<file path="src/rtl/core/wem_pkg.sv">
// shared constants and types for the windowed effort mean unit
`default_nettype none

package wem_pkg;

    // fixed field widths of the item ports
    localparam int SAMPLE_BITS  = 16;
    localparam int FIELD_LANES  = 8;
    localparam int CFG_W        = 7;
    localparam int COUNT_OUT_W  = 7;

    // parameter defaults
    localparam int LANES_DEF      = 8;
    localparam int MAX_WINDOW_DEF = 64;

    // window length after reset
    localparam logic [CFG_W-1:0] WINDOW_RESET = 7'd1;

    // per-cycle commands from the sequencer to every lane
    typedef struct packed {
        logic wr_en;
        logic add_en;
        logic sub_en;
        logic div_start;
        logic div_step;
    } t_lane_ctl;

endpackage

`default_nettype wire

</file>
<file path="src/rtl/core/wem_merge.sv">
// output stage: gathers lane quotients and the count into one result register
`default_nettype none

module wem_merge #(
    parameter int LANES      = wem_pkg::LANES_DEF,
    parameter int MAX_WINDOW = wem_pkg::MAX_WINDOW_DEF,
    localparam int CNT_W = $clog2(MAX_WINDOW + 1),
    localparam int SB    = wem_pkg::SAMPLE_BITS,
    localparam int FL    = wem_pkg::FIELD_LANES,
    localparam int CO_W  = wem_pkg::COUNT_OUT_W,
    localparam int EXT_W = (CNT_W > CO_W) ? CNT_W : CO_W
) (
    input  wire                         i_clk,
    input  wire                         i_rst_n,
    input  wire                         i_load,
    input  wire  [LANES-1:0][SB-1:0]    i_quotients,
    input  wire  [CNT_W-1:0]            i_count,
    input  wire                         i_out_ready,
    output logic                        o_out_valid,
    output logic                        o_can_load,
    output logic [FL-1:0][SB-1:0]       o_means,
    output logic [CO_W-1:0]             o_count
);

    logic                  r_valid;
    logic [FL-1:0][SB-1:0] r_means;
    logic [CO_W-1:0]       r_count;
    logic [FL-1:0][SB-1:0] w_means;
    logic [EXT_W-1:0]      w_count_ext;

    // empty window and missing lanes give zero means
    always_comb begin
        w_means = '0;
        for (int k = 0; k < LANES; k++) begin
            if (i_count != '0) begin
                w_means[k] = i_quotients[k];
            end
        end
    end

    assign w_count_ext = EXT_W'(i_count);
    assign o_can_load  = !r_valid || i_out_ready;

    // result register valid flag
    always_ff @(posedge i_clk) begin
        if (!i_rst_n) begin
            r_valid <= 1'b0;
        end else if (i_load) begin
            r_valid <= 1'b1;
        end else if (i_out_ready) begin
            r_valid <= 1'b0;
        end
    end

    // result payload
    always_ff @(posedge i_clk) begin
        if (i_load) begin
            r_means <= w_means;
            r_count <= w_count_ext[CO_W-1:0];
        end
    end

    assign o_out_valid = r_valid;
    assign o_means     = r_means;
    assign o_count     = r_count;

endmodule

`default_nettype wire

</file>
<file path="config.mk">
export PLATFORM = sky130hd
export DESIGN_NAME = wem_merge
export DESIGN_NICKNAME = d
export VERILOG_FILES = /design/src/rtl/core/wem_pkg.sv /design/src/rtl/core/wem_merge.sv
export SDC_FILE = /design/constraint.sdc
export NUM_CORES = 1
export LEC_CHECK = 0
export BUFFER_PORTS_ARGS = -buffer_cell sky130_fd_sc_hd__buf_2
export CAP_MARGIN = 20
export CORE_MARGIN = 4
export CORE_UTILIZATION = 45
export DETAILED_ROUTE_END_ITERATION = 8
export PLACE_DENSITY = 0.8
export SYNTH_ARGS = -nofsm -noshare
export SYNTH_HDL_FRONTEND = slang
export SYNTH_SLANG_ARGS = --single-unit
export TNS_END_PERCENT = 1
</file>
<file path="constraint.sdc">
create_clock -name i_clk -period 1.3 [get_ports i_clk]
set_clock_uncertainty 0.15 [all_clocks]
set_input_delay 0.065 -clock i_clk [delete_from_list [all_inputs] [get_ports i_clk]]
set_output_delay 0.065 -clock i_clk [all_outputs]
set_load 0.01 [all_outputs]
</file>
**Word-level counts from Yosys, hierarchy flattened**

Cells that the tools add are included.

- Register bits: 136
- Bits of input ports: 139
- Output and inout bits: 137
- Word-level logic and storage cells: 16

- Mux-type cells: 2
- Reduce and logical (&&, ||, !) cells: 4

Operators with widths:

| operator | count |
|---|---|
| nonzero test 7 bit | 1 |
| two-way mux 1 bit | 2 |
| nonzero test 2 bit | 1 |
| logical NOT 1 bit | 1 |
| logical OR 1 bit | 1 |

**Logic depth before layout (Yosys ltp)**

- Depth in word-level cells: 2
- Mapped depth: 4
- Depth with buffers taken out: 2

**Worst setup path after synthesis**

No wires, ideal clock.

- Path type: in2reg
- From: input i_count[2]
- To: register r_means (netlist bit o_means[0]) (data pin)
- Setup time: 0.261 ns
- Data arrival time: 0.769 ns
- Required time: 0.889 ns
- Setup slack: 0.120 ns
- Stages: 4
- Path buffers: 2
- Path through: nor4_2 > buf_2 > buf_2 > a21boi_1

- Cells in the longest elaborated chain, start to end: 1

RTL lines:

| what | RTL line | text |
|---|---|---|
| start, declared | wem_merge.sv:17 | `input wire [CNT_W-1:0] i_count,` |
| nonzero test 7 bit | wem_merge.sv:35 | `if (i_count != '0) begin` |
| end signal, assigned | wem_merge.sv:58 | `r_means <= w_means;` |
| end, declared | wem_merge.sv:26 | `logic [FL-1:0][SB-1:0] r_means;` |

No other way between the ends.
A chain may end at the register's enable or synchronous reset.

**Final worst setup path**

- From: input i_load
- To: register r_means (netlist bit o_means[2]), enable pin

RTL lines:

| what | RTL line | text |
|---|---|---|
| start, declared | wem_merge.sv:15 | `input wire i_load,` |

No word-level cell between the ends.

==> load_flow_metrics.sql <==
INSERT INTO impl_metrics (metric_group, metric, value, unit) VALUES
('outcome', 'run_status', 'completed', ''),
('critical_path', 'rr_startpoint', 'o_out_valid$_SDFFE_PN0P_', ''),
('critical_path', 'critical_path.endpoint_type', 'flip-flop', ''),
('min_path', 'hold_class', 'input port to flip-flop', ''),
('synthesis', 'syn_inst', '297', ''),
('route', 'initialDrtViolationCount', '307', ''),
('sta', 'rsz0062_at_grt', 'false', ''),
('power', 'vdd.ir_drop.worst', '0.830', 'mV'),
('synthesis', 'ys_seq_area_share', '78.3', '%'),
('floorplan', 'die-width', '116', 'um'),
('critical_path', 'crit_chain', 'dlygate4sd3_1 -> buf_4 -> buf_12', ''),
('clocking', 'cts_setup_buffers', '0', ''),
('route', 'post-route-drc-count', '0', ''),
('clocking', 'tritoncts', 'done', ''),
('placement', 'placement.io_buffers', '275', ''),
('synthesis', 'yosys.cell_types.count', '11', ''),
('sta', 'worst_slew_pin_slew', '301', 'ps'),
('floorplan', 'rows', '39', ''),
('layout', 'antenna-diode-count', '0', ''),
('global_routing', 'wire_length_of_the_first_global_routing_pass', '23800', 'um'),
('critical_path', 'critical-path-max-stage-delay', '530', 'ps'),
('clocking', 'numCtsBuffers', '17', ''),
('power', 'totalPowerFinal', '11.7', 'mW'),
('sta', 'fin_tns_setup', '0', 'ps'),
('route', 'detail_route.first_pass.iterations', '5', ''),
('floorplan', 'pin_count', '276', ''),
('synthesis', 'yosys_register_bits', '136', ''),
('synthesis', 'syn_avg_cell_area', '17.5', 'um^2'),
('sta', 'timing.final.crit_period', '1220', 'ps'),
('min_path', 'min-delay-start', 'i_count[6]', ''),
('placement', 'dp.final_hpwl', '9380', 'um'),
('clocking', 'clock_sinks', '136', ''),
('synthesis', 'share_of_synthesized_flip_flops_with_an_asynchronous_set_or_reset', '0', '%'),
('sta', 'post-route-period-util', '93.7', '%'),
('sta', 'final_max_slew_viol_count', '0', ''),
('placement', 'gp_congestion', '0.730', ''),
('global_routing', 'grt_max_degree', '69', ''),
('power', 'leakage', '3.74', 'nW'),
('critical_path', 'worstSetupStartpointType', 'input port', ''),
('route', 'detail_route_antenna_nets', '0', ''),
('sta', 'worst_hold_slack', '127', 'ps'),
('synthesis', 'post-synth-top-area-fraction', '77.9', '%'),
('synthesis', 'synth.yosys.warnings', '0', ''),
('flow_run', 'max_cap_violations', '0', ''),
('global_routing', 'grt_remaining_overflow', '0', ''),
('sta', 'timing.final.hold_violations', '0', ''),
('global_routing', 'grt_util_all_layers', '23.6', '%'),
('sta', 'normalized_max_slew_margin', '79.9', '%'),
('route', 'num_vias', '4293', ''),
('clocking', 'path_clk_slew', '50', 'ps'),
('layout', 'layout-drive-gt1-share', '43.9', '%'),
('sta', 'maximum_operating_frequency', '821', 'MHz'),
('clocking', 'clockBufferDepth', '2', ''),
('critical_path', 'critical-path-slowest-cell', 'dlygate4sd3_1', ''),
('global_routing', 'antenna_found_initial', '0', ''),
('floorplan', 'floorplan.core_area', '11400', 'um^2'),
('synthesis', 'synth_edf_count', '135', ''),
('layout', 'area_delta_synth_final', '70.0', '%'),
('route', 'routed_wire_length_per_instance', '18.0', 'um'),
('synthesis', 'synth_flop_cell', 'edfxtp_1', ''),
('synthesis', 'netlist_area', '5200', 'um^2'),
('power', 'power_per_cell_area', '1320', 'nW/um^2'),
('global_routing', 'number_of_global_route_vias_before_repair', '4553', ''),
('critical_path', 'timing.setup.critical_path_class', 'input port to flip-flop', ''),
('floorplan', 'die_area', '13300', 'um^2'),
('synthesis', 'synthesis.nets', '436', ''),
('floorplan', 'dieHeight', '116', 'um'),
('layout', 'final_net_count', '860', ''),
('critical_path', 'timing.critical_path.required', '1240', 'ps'),
('placement', 'post-place-cells', '707', ''),
('critical_path', 'worstSetupStartpoint', 'i_load', '');
[critical path: cells and delay by family]
kind / cells / cell delay, ps
buffers and inverters: 3 / 1070
[cells in the final DEF (no fill, tap or decap), drive strengths merged]
cell type	Yosys	layout
clkinv	0	6
clkbuf	11	21
nand2b	1	1
bufinv	0	4
a21boi	129	129
nor3	1	1
dfxtp	1	1
dlygate4sd3	0	138
edfxtp	135	135
buf	17	295
clkinvlp	0	1
nor4	1	1
inv	1	1
[per-stage QoR]
| stage | cell area [um^2] | setup slack, ps | util, % |
|---|---|---|---|
| 2_1_floorplan | 5200 | 120 | - |
| 3_5_place_dp | 6870 | -158 | 60.4 |
| 6_report | 8850 | 81.4 | 77.8 |
| 5_1_grt | 8850 | 54.4 | 77.8 |
| 3_3_place_gp | 6870 | -97.4 | 60.4 |
| 4_1_cts | 8850 | 84.3 | 77.8 |
[timing repair]
| item | CTS | global route |
|---|---|---|
| hold buffers | 138 | 0 |
| resized for setup | 0 | 0 |
| setup endpoints to repair | 0 | 0 |
| hold endpoints to repair | 146 | 0 |
[final cells by class]
class | count | area [um^2]
clock buffers | 21 | 440
clock inverters | 11 | 154
fillers | 633 | 2520
inverters | 1 | 3.75
multi-input cells | 132 | 1010
flip-flops and latches | 136 | 4070
well taps | 143 | 179
repair buffers | 433 | 2990
[registers in the layout, indices dropped and copies added (netlist names)]
register     flops
o_means        128
o_count          7
o_out_valid      1
[kinds of logic after synthesis]
| group | share of synthesized area [%] |
|---|---|
| buffers and inverters | 2.55 |
| flip-flops | 78.3 |
| AND/OR/NAND/NOR | 0.553 |
| AO/OA/AOI/OAI | 18.6 |
[layer usage]
| layer | GRT usage (%) | share of wire [%] |
|---|---|---|
| met1 | 25.5 | 35 |
| met2 | 44.0 | 54 |
| met3 | 6.37 | 7.9 |
| met4 | 8.84 | 2.6 |
| met5 | 0 | 0 |
[where the power goes]
part	switching, mW	internal, mW	leakage (nW)
Combinational	0.687	0.783	2.12
Sequential	0.0928	5.22	1.33
Clock	1.71	3.18	0.287
[final timing paths]
kind | cells after the start | slack (ps) | to
worst max-delay path | 3 | 80 | o_means[2]$_SDFFCE_PN0P_
worst min-delay path | 4 | 130 | o_means[11]$_SDFFCE_PN0P_
worst min register to register | 2 | 380 | o_out_valid$_SDFFE_PN0P_
worst max register to register | 2 | 490 | o_out_valid$_SDFFE_PN0P_
Note: power is estimated with default switching activity, not from simulation.
