**config.mk**
```make
export PLATFORM = sky130hd
export DESIGN_NAME = wem_lane
export DESIGN_NICKNAME = d
export VERILOG_FILES = /design/src/rtl/core/wem_pkg.sv /design/src/rtl/core/wem_lane.sv
export SDC_FILE = /design/constraint.sdc
export NUM_CORES = 1
export LEC_CHECK = 0
export BUFFER_PORTS_ARGS = -buffer_cell sky130_fd_sc_hd__clkbuf_2
export CAP_MARGIN = 10
export CORE_MARGIN = 1
export CORE_UTILIZATION = 55
export DETAILED_ROUTE_END_ITERATION = 16
export GPL_TIMING_DRIVEN = 0
export PLACE_DENSITY = 0.71
export SYNTH_ARGS = -nofsm -noshare
export SYNTH_HDL_FRONTEND = slang
export SYNTH_SLANG_ARGS = --single-unit
```
**constraint.sdc**
```tcl
create_clock -name i_clk -period 4 [get_ports i_clk]
set_clock_uncertainty 0.2 [all_clocks]
set_input_delay 0.6 -clock i_clk [delete_from_list [all_inputs] [get_ports i_clk]]
set_output_delay 0.6 -clock i_clk [all_outputs]
set_load 0.02 [all_outputs]
```
**src/rtl/core/wem_pkg.sv**
```systemverilog
// shared constants and types for the windowed effort mean unit
`default_nettype none

package wem_pkg;

    // fixed field widths of the item ports
    localparam int SAMPLE_BITS  = 16;
    localparam int FIELD_LANES  = 8;
    localparam int CFG_W        = 7;
    localparam int COUNT_OUT_W  = 7;

    // parameter defaults
    localparam int LANES_DEF      = 8;
    localparam int MAX_WINDOW_DEF = 64;

    // window length after reset
    localparam logic [CFG_W-1:0] WINDOW_RESET = 7'd1;

    // per-cycle commands from the sequencer to every lane
    typedef struct packed {
        logic wr_en;
        logic add_en;
        logic sub_en;
        logic div_start;
        logic div_step;
    } t_lane_ctl;

endpackage

`default_nettype wire

```
**src/rtl/core/wem_lane.sv**
```systemverilog
// one lane: sample ring, running total and serial divider
`default_nettype none

module wem_lane #(
    parameter int MAX_WINDOW = wem_pkg::MAX_WINDOW_DEF,
    localparam int ADDR_W = (MAX_WINDOW > 1) ? $clog2(MAX_WINDOW) : 1,
    localparam int CNT_W  = $clog2(MAX_WINDOW + 1),
    localparam int SB     = wem_pkg::SAMPLE_BITS,
    localparam int TOT_W  = SB + $clog2(MAX_WINDOW)
) (
    input  wire                         i_clk,
    input  wire                         i_rst_n,
    input  wire  wem_pkg::t_lane_ctl    i_ctl,
    input  wire        [ADDR_W-1:0]     i_wr_addr,
    input  wire        [ADDR_W-1:0]     i_rd_addr,
    input  wire        [SB-1:0]         i_sample,
    input  wire        [CNT_W-1:0]      i_divisor,
    output logic       [SB-1:0]         o_quotient
);

    logic        [SB-1:0]    r_mem [MAX_WINDOW];
    logic        [SB-1:0]    r_rd_data;
    logic signed [TOT_W-1:0] r_total;
    logic signed [TOT_W-1:0] n_total;
    logic        [TOT_W-1:0] r_quo;
    logic        [TOT_W-1:0] n_quo;
    logic        [CNT_W-1:0] r_rem;
    logic        [CNT_W-1:0] n_rem;
    logic                    r_neg;
    logic        [CNT_W:0]   w_rem_shift;
    logic        [TOT_W-1:0] w_mag;
    logic        [TOT_W-1:0] w_signed_quo;

    // sample ring, registered read of the oldest entry
    always_ff @(posedge i_clk) begin
        if (i_ctl.wr_en) begin
            r_mem[i_wr_addr] <= i_sample;
        end
        r_rd_data <= r_mem[i_rd_addr];
    end

    // running total: add on push and subtract on drop, each only for a present entry
    always_comb begin
        n_total = r_total;
        if (i_ctl.add_en) begin
            n_total = r_total + TOT_W'(signed'(i_sample));
        end else if (i_ctl.sub_en) begin
            n_total = r_total - TOT_W'(signed'(r_rd_data));
        end
    end

    always_ff @(posedge i_clk) begin
        if (!i_rst_n) begin
            r_total <= '0;
        end else begin
            r_total <= n_total;
        end
    end

    // restoring divide of the total magnitude, one quotient bit a cycle
    assign w_mag       = r_total[TOT_W-1] ? TOT_W'(-r_total) : TOT_W'(r_total);
    assign w_rem_shift = {r_rem, r_quo[TOT_W-1]};

    always_comb begin
        n_quo = r_quo;
        n_rem = r_rem;
        if (i_ctl.div_start) begin
            n_quo = w_mag;
            n_rem = '0;
        end else if (i_ctl.div_step) begin
            if (w_rem_shift >= {1'b0, i_divisor}) begin
                n_rem = CNT_W'(w_rem_shift - {1'b0, i_divisor});
                n_quo = {r_quo[TOT_W-2:0], 1'b1};
            end else begin
                n_rem = w_rem_shift[CNT_W-1:0];
                n_quo = {r_quo[TOT_W-2:0], 1'b0};
            end
        end
    end

    always_ff @(posedge i_clk) begin
        r_quo <= n_quo;
        r_rem <= n_rem;
        if (i_ctl.div_start) begin
            r_neg <= r_total[TOT_W-1];
        end
    end

    // truncation toward zero: negate the magnitude quotient
    assign w_signed_quo = r_neg ? (~r_quo + TOT_W'(1)) : r_quo;
    assign o_quotient   = w_signed_quo[SB-1:0];

endmodule

`default_nettype wire

```
### Word-level counts from Yosys, hierarchy flattened

Memory sizes are Yosys's and may differ from the RTL's. A register that Yosys moved wholly into a read port is not among the register bits.
Cells that the tools add are included.

* bits in registers: 52
* latch bits: 0
* RAM bits: 1024
* bits in read-only memories: 0
* input port bits: 42
* output and inout port bits: 16
* word-level logic and storage cells: 24
* memories kept: 1

* $add $sub $neg: 5
* multipliers: 0
* div/mod/pow operators: 0
* magnitude comparators: 1
* equality and inequality tests: 0
* shift operators: 0
* multiplexer cells: 10
* bitwise logic cells: 1
* reductions and logical operators: 2

Memories
* r_mem: depth 64, width 16, rd ports 1, clocked after memory_dff 1, write ports 1, RTL line wem_lane.sv:21 `logic [SB-1:0] r_mem [MAX_WINDOW];`

Operators with widths (count)
* 22-bit two-way mux: 5
* 22-bit by 16-bit adder with 22-bit output: 1
* 22-bit negation: 1
* 22-bit by 16-bit subtractor with 22-bit output: 1
* 16-bit by 1-bit adder with 16-bit output (second input constant): 1
* 16-bit two-way mux: 1
* 16-bit NOT: 1
* 8-bit by 7-bit greater-or-equal comparator with 1-bit output: 1
* 7-bit two-way mux: 1
* 7-bit subtractor: 1
* 2-bit nonzero test: 2
* 1-bit two-way mux: 3

### Depth between registers and ports, before layout

* depth in word-level cells: 4
* mapped depth: 17

### Worst setup path after synthesis

No wires, ideal clock.

* path kind: reg-to-reg
* start: register r_rd_data[0] (read register of r_mem)
* end: register r_total[21]
* library setup time: 72 ps
* data arrival time: 3475 ps
* slack: 254 ps
* stages on the path, launching flop included: 16
* period minus slack after synthesis: 3746 ps
* cell sequence: dfxtp_1 -> inv_1 -> ha_1 -> nand2_1 -> or2_2 -> o31a_2 -> o31ai_1 -> ha_1 -> a21o_1 -> a311o_1 -> a41oi_1 -> o211ai_1 -> o31a_1 -> o21ai_0 -> mux2i_1 -> mux2i_1

* cells in the longest elaborated chain, start to end: 3

RTL lines
* from (decl): RTL line wem_lane.sv:22 `logic [SB-1:0] r_rd_data;`
* 22-bit by 16-bit subtractor with 22-bit output: RTL line wem_lane.sv:48 `n_total = r_total - TOT_W'(signed'(r_rd_data));`
* 22-bit two-way mux: RTL line wem_lane.sv:47 `end else if (i_ctl.sub_en) begin`
* 22-bit two-way mux: RTL line wem_lane.sv:45 `if (i_ctl.add_en) begin`
* to (signal assigned): RTL line wem_lane.sv:56 `r_total <= n_total;`
* to (decl): RTL line wem_lane.sv:23 `logic signed [TOT_W-1:0] r_total;`

Every way passes these cells. The select of a mux whose other input is x is not followed.
A chain may end at the register's enable or synchronous reset.

==> metrics.yaml <==
status:
  status: "completed"
die:
  pin_count: 58
  rows: 103
  die-area_sq_mm: 0.0811
  die_w_microns: 285
  coreArea_sq_mm: 0.0791
  dieHeight_microns: 285
  start_util_pct: 55.6
worst_setup_path:
  r2r_slack_ns: 0.14
  r2r_start: "r_rd_data[6]"
  slowest_delay_ns: 0.75
  worstSetupPathType: "input port to register"
  rr_worst_depth: 13
  r2r-end: "r_total[21]"
  critical_path.top_delay_family: "buffers and inverters"
  cp-endpoint: "r_rd_data[7]"
  cp.required_ns: 4.33
  cp.arrival_ns: 4.22
  path_cells: "clkbuf_1 > clkbuf_1 > buf_1 > mux4_2 > mux4_2 > nor2b_1 > a211oi_1 > a21oi_1"
  slowest_stage: "buf_1"
  critPathLaunch: "i_rd_addr[0]"
  cp_num_buf_inv: 3
  worst_setup_path_start_kind: "input port"
  cp.depth: 8
  critPathCaptureType: "register"
  cp_max_fo: 10
power:
  irDropWorstVdd_uv: 363
  clock_power_share_pct: 38.9
  p_sw_w: 0.00625
  combPwrFrac_pct: 10.9
  swShare_pct: 23.9
  seqPwrFrac_pct: 50.2
  p_leak_nw: 16.1
  power_per_cell_area_mw_per_mm2: 519
  internal-power_w: 0.0199
clocking:
  cts.clk_slew.worst_paths_ns: 0.06
  numCtsBuffers: 109
  clk_path_buf_depth: 3
  clockRootBuffer: "clkbuf_16"
  htreeDepth: 3
  cts_num_sinks: 1092
  clk_latency_ns: 0.69
  cts_tree: "done"
global_route:
  grt_max_degree: 68
  grt_pass1_vias: 22400
  grt_overflow_total: 0
  grt_pass1_wl_mm: 153
  antenna_found_initial: 1
  grtUsageTotal_pct: 26.4
yosys:
  synth_edf_count: 1047
  ys_seq_area_share_pct: 73.5
  synth-seq-cells: 1092
  synthCells: 2150
  synth.distinct_cells: 58
  avgSynthCellArea_sq_um: 20.5
  syn-num-nets: 2230
  synth_area_leaders: "edfxtp_1 71%, mux4_2 17%, dfxtp_1 2.0%, ha_1 1.0%, nor2_1 0.99%"
  synth-async-reset-ratio_pct: 0
  syn_area_sq_mm: 0.0440
  synth_top_cell_by_area: "edfxtp_1"
  yosysWarnings: 0
  synth_top_area_share_pct: 71.5
  synth_top_flop_cell: "edfxtp_1"
detailed_routing:
  drt_wl_total_mm: 106
  drt_pass1_iterations: 6
  via_count: 22500
  viasPerCell: 6.41
  antenna_left: 0
  route.detailed.drc: 0
  avgRoutedWirePerCell_microns: 30.1
  drt-initial-drc-count: 2783
finish:
  nets: 2445
  area_delta_synth_final_pct: 14.3
  stdcell_count: 3511
  fin_area_sq_mm: 0.0503
  drive_above_1_share_pct: 28.5
  fillers: 5283
  multiInputGateArea_sq_mm: 0.0114
  regArea_sq_mm: 0.0323
place:
  io_buffers: 45
  gp_congestion: 0.873
  placed_area_sq_mm: 0.0464
  dp.cells: 3292
  dp_hpwl_mm: 68.6
hold_path:
  hp-class: "input port to register"
  hold_depth: 3
sta:
  maxSlewHeadroom_pct: 22.7
  period_needed_ns: 3.89
  max_clock_freq_mhz: 257
  worst_pin_slew_ns: 1.16
  min_period_over_period_pct: 97.2
  hold_violations: 0
  hold_ws_ns: 0.0860
  drv_slew: 0
  setup_violations: 0
run:
  drv_cap: 0
[final cells by class]
type,count,area share [%]
sequential,1092,64.3
multi-input combinational,925,22.6
clock buffer,137,5.75
tap,1050,2.61
timing repair buffer,105,2.33
clock inverter,69,1.34
buffer,107,0.851
inverter,25,0.187
antenna,1,0.00498
[flip-flops by register name (all words and copies together), names as in the netlist]
signal     flops
r_mem       1024
r_quo         22
r_total       22
r_rd_data     16
r_rem          7
r_neg          1
[power by group through the flow]
stage / logic (W) / registers (W) / clock network (W)
final: 0.00284 / 0.0131 / 0.0101
after global routing: 0.00307 / 0.0131 / 0.0107
after CTS: 0.00278 / 0.0131 / 0.0102
after detailed placement: 0.00274 / 0.0133 / 0
after global placement: 0.00265 / 0.0133 / 0
after floorplan: 0.00185 / 0.0132 / 0
[synth_stat cells (8+ instances only)]
master,n
inv_1,24
a21o_1,15
mux2i_1,17
nor2b_1,18
xnor2_1,31
clkbuf_1,70
nand2_1,72
nand3_1,18
o21ai_0,48
a21oi_1,62
mux4_2,327
nor2_1,116
ha_1,36
dfxtp_1,45
nor3_1,16
buf_2,18
xor2_1,31
buf_1,19
a211oi_1,17
nand2b_1,13
mux2_2,8
edfxtp_1,1047
[what timing repair did]
| item | CTS | global route |
|---|---|---|
| pin swaps | 1 | 4 |
| endpoints found under the setup margin | 4 | 6 |
| hold buffers | 1 | 0 |
| hold endpoints to repair | 1 | 0 |
| setup buffers | 0 | 3 |
| gates resized for setup | 9 | 15 |
[layer usage]
layer	GRT usage, %	vias up	part of all wire, %
li1	-	9341	-
met1	36.9	11900	40
met2	42.9	1127	50
met3	4.48	162	7.9
met4	8.23	0	2.7
met5	0	-	0
[worst min-delay path, stage by stage]
cell	delay, ns
clkbuf_2	0.12
nor2_1	0.11
a211oi_1	0.06
[per-stage QoR]
stage | TNS (ns) | worst slack [ns] | total power (W) | util [%]
after floorplan | 0 | 0.254 | 0.0151 | -
after global placement | -15.54 | -0.757 | 0.0160 | 57.5
after detailed placement | -11.51 | -0.812 | 0.0161 | 58.7
after CTS | -0.0177 | -0.0177 | 0.0261 | 63.2
after global routing | -0.0160 | -0.0160 | 0.0269 | 63.5
final | 0 | 0.110 | 0.0261 | 63.5
[logic make-up (layout without fill, tap and decap cells)]
logic type               count (synthesis)  count (layout)  synth area share (%)
multiplexers                           352             352                  17.3
adder cells (fa/ha/maj)                 38              38                  1.11
AO/OA/AOI/OAI                          181             181                  2.53
buffers and inverters                  133             443                  1.19
flip-flops                            1092            1092                  73.5
other                                    0               1                     0
XOR/XNOR                                62              62                  1.23
AND/OR/NAND/NOR                        292             292                  3.09
[placed cells by master (no fill, tap or decap), types with 5 or more instances in the layout]
| cell type | count |
|---|---|
| inv_1 | 24 |
| nand2b_1 | 13 |
| mux4_2 | 327 |
| clkbuf_4 | 6 |
| clkbuf_16 | 111 |
| clkbuf_1 | 93 |
| edfxtp_1 | 1047 |
| nand4_1 | 6 |
| nor2b_1 | 18 |
| ha_1 | 33 |
| o31ai_1 | 5 |
| mux2_2 | 8 |
| xnor2_1 | 31 |
| buf_4 | 7 |
| buf_2 | 21 |
| o21ai_0 | 40 |
| clkinv_1 | 23 |
| nand2_1 | 72 |
| xor2_1 | 31 |
| or4_1 | 6 |
| nor2_2 | 57 |
| o21ai_1 | 10 |
| clkbuf_2 | 37 |
| nor2_1 | 59 |
| bufinv_16 | 11 |
| a21o_1 | 15 |
| nand3_1 | 18 |
| nor3_1 | 14 |
| buf_12 | 7 |
| buf_16 | 5 |
| a211oi_1 | 17 |
| dfxtp_1 | 45 |
| buf_8 | 37 |
| a21oi_1 | 62 |
| clkinv_2 | 23 |
| mux2i_1 | 16 |
| buf_1 | 19 |
[how the worst min path moves through the flow]
stage / startpoint / end / slack (ns)
finish: i_ctl[0] / r_rem[3] / 0.09
detailed placement: r_total[21] / r_neg / 0.24
floorplan: r_total[21] / r_neg / 0.21
global placement: r_total[21] / r_neg / 0.25
CTS: i_ctl[0] / r_rem[3] / 0.06
global route: i_ctl[0] / r_rem[2] / 0.08
No activity file was read; power rests on OpenSTA's default activity.
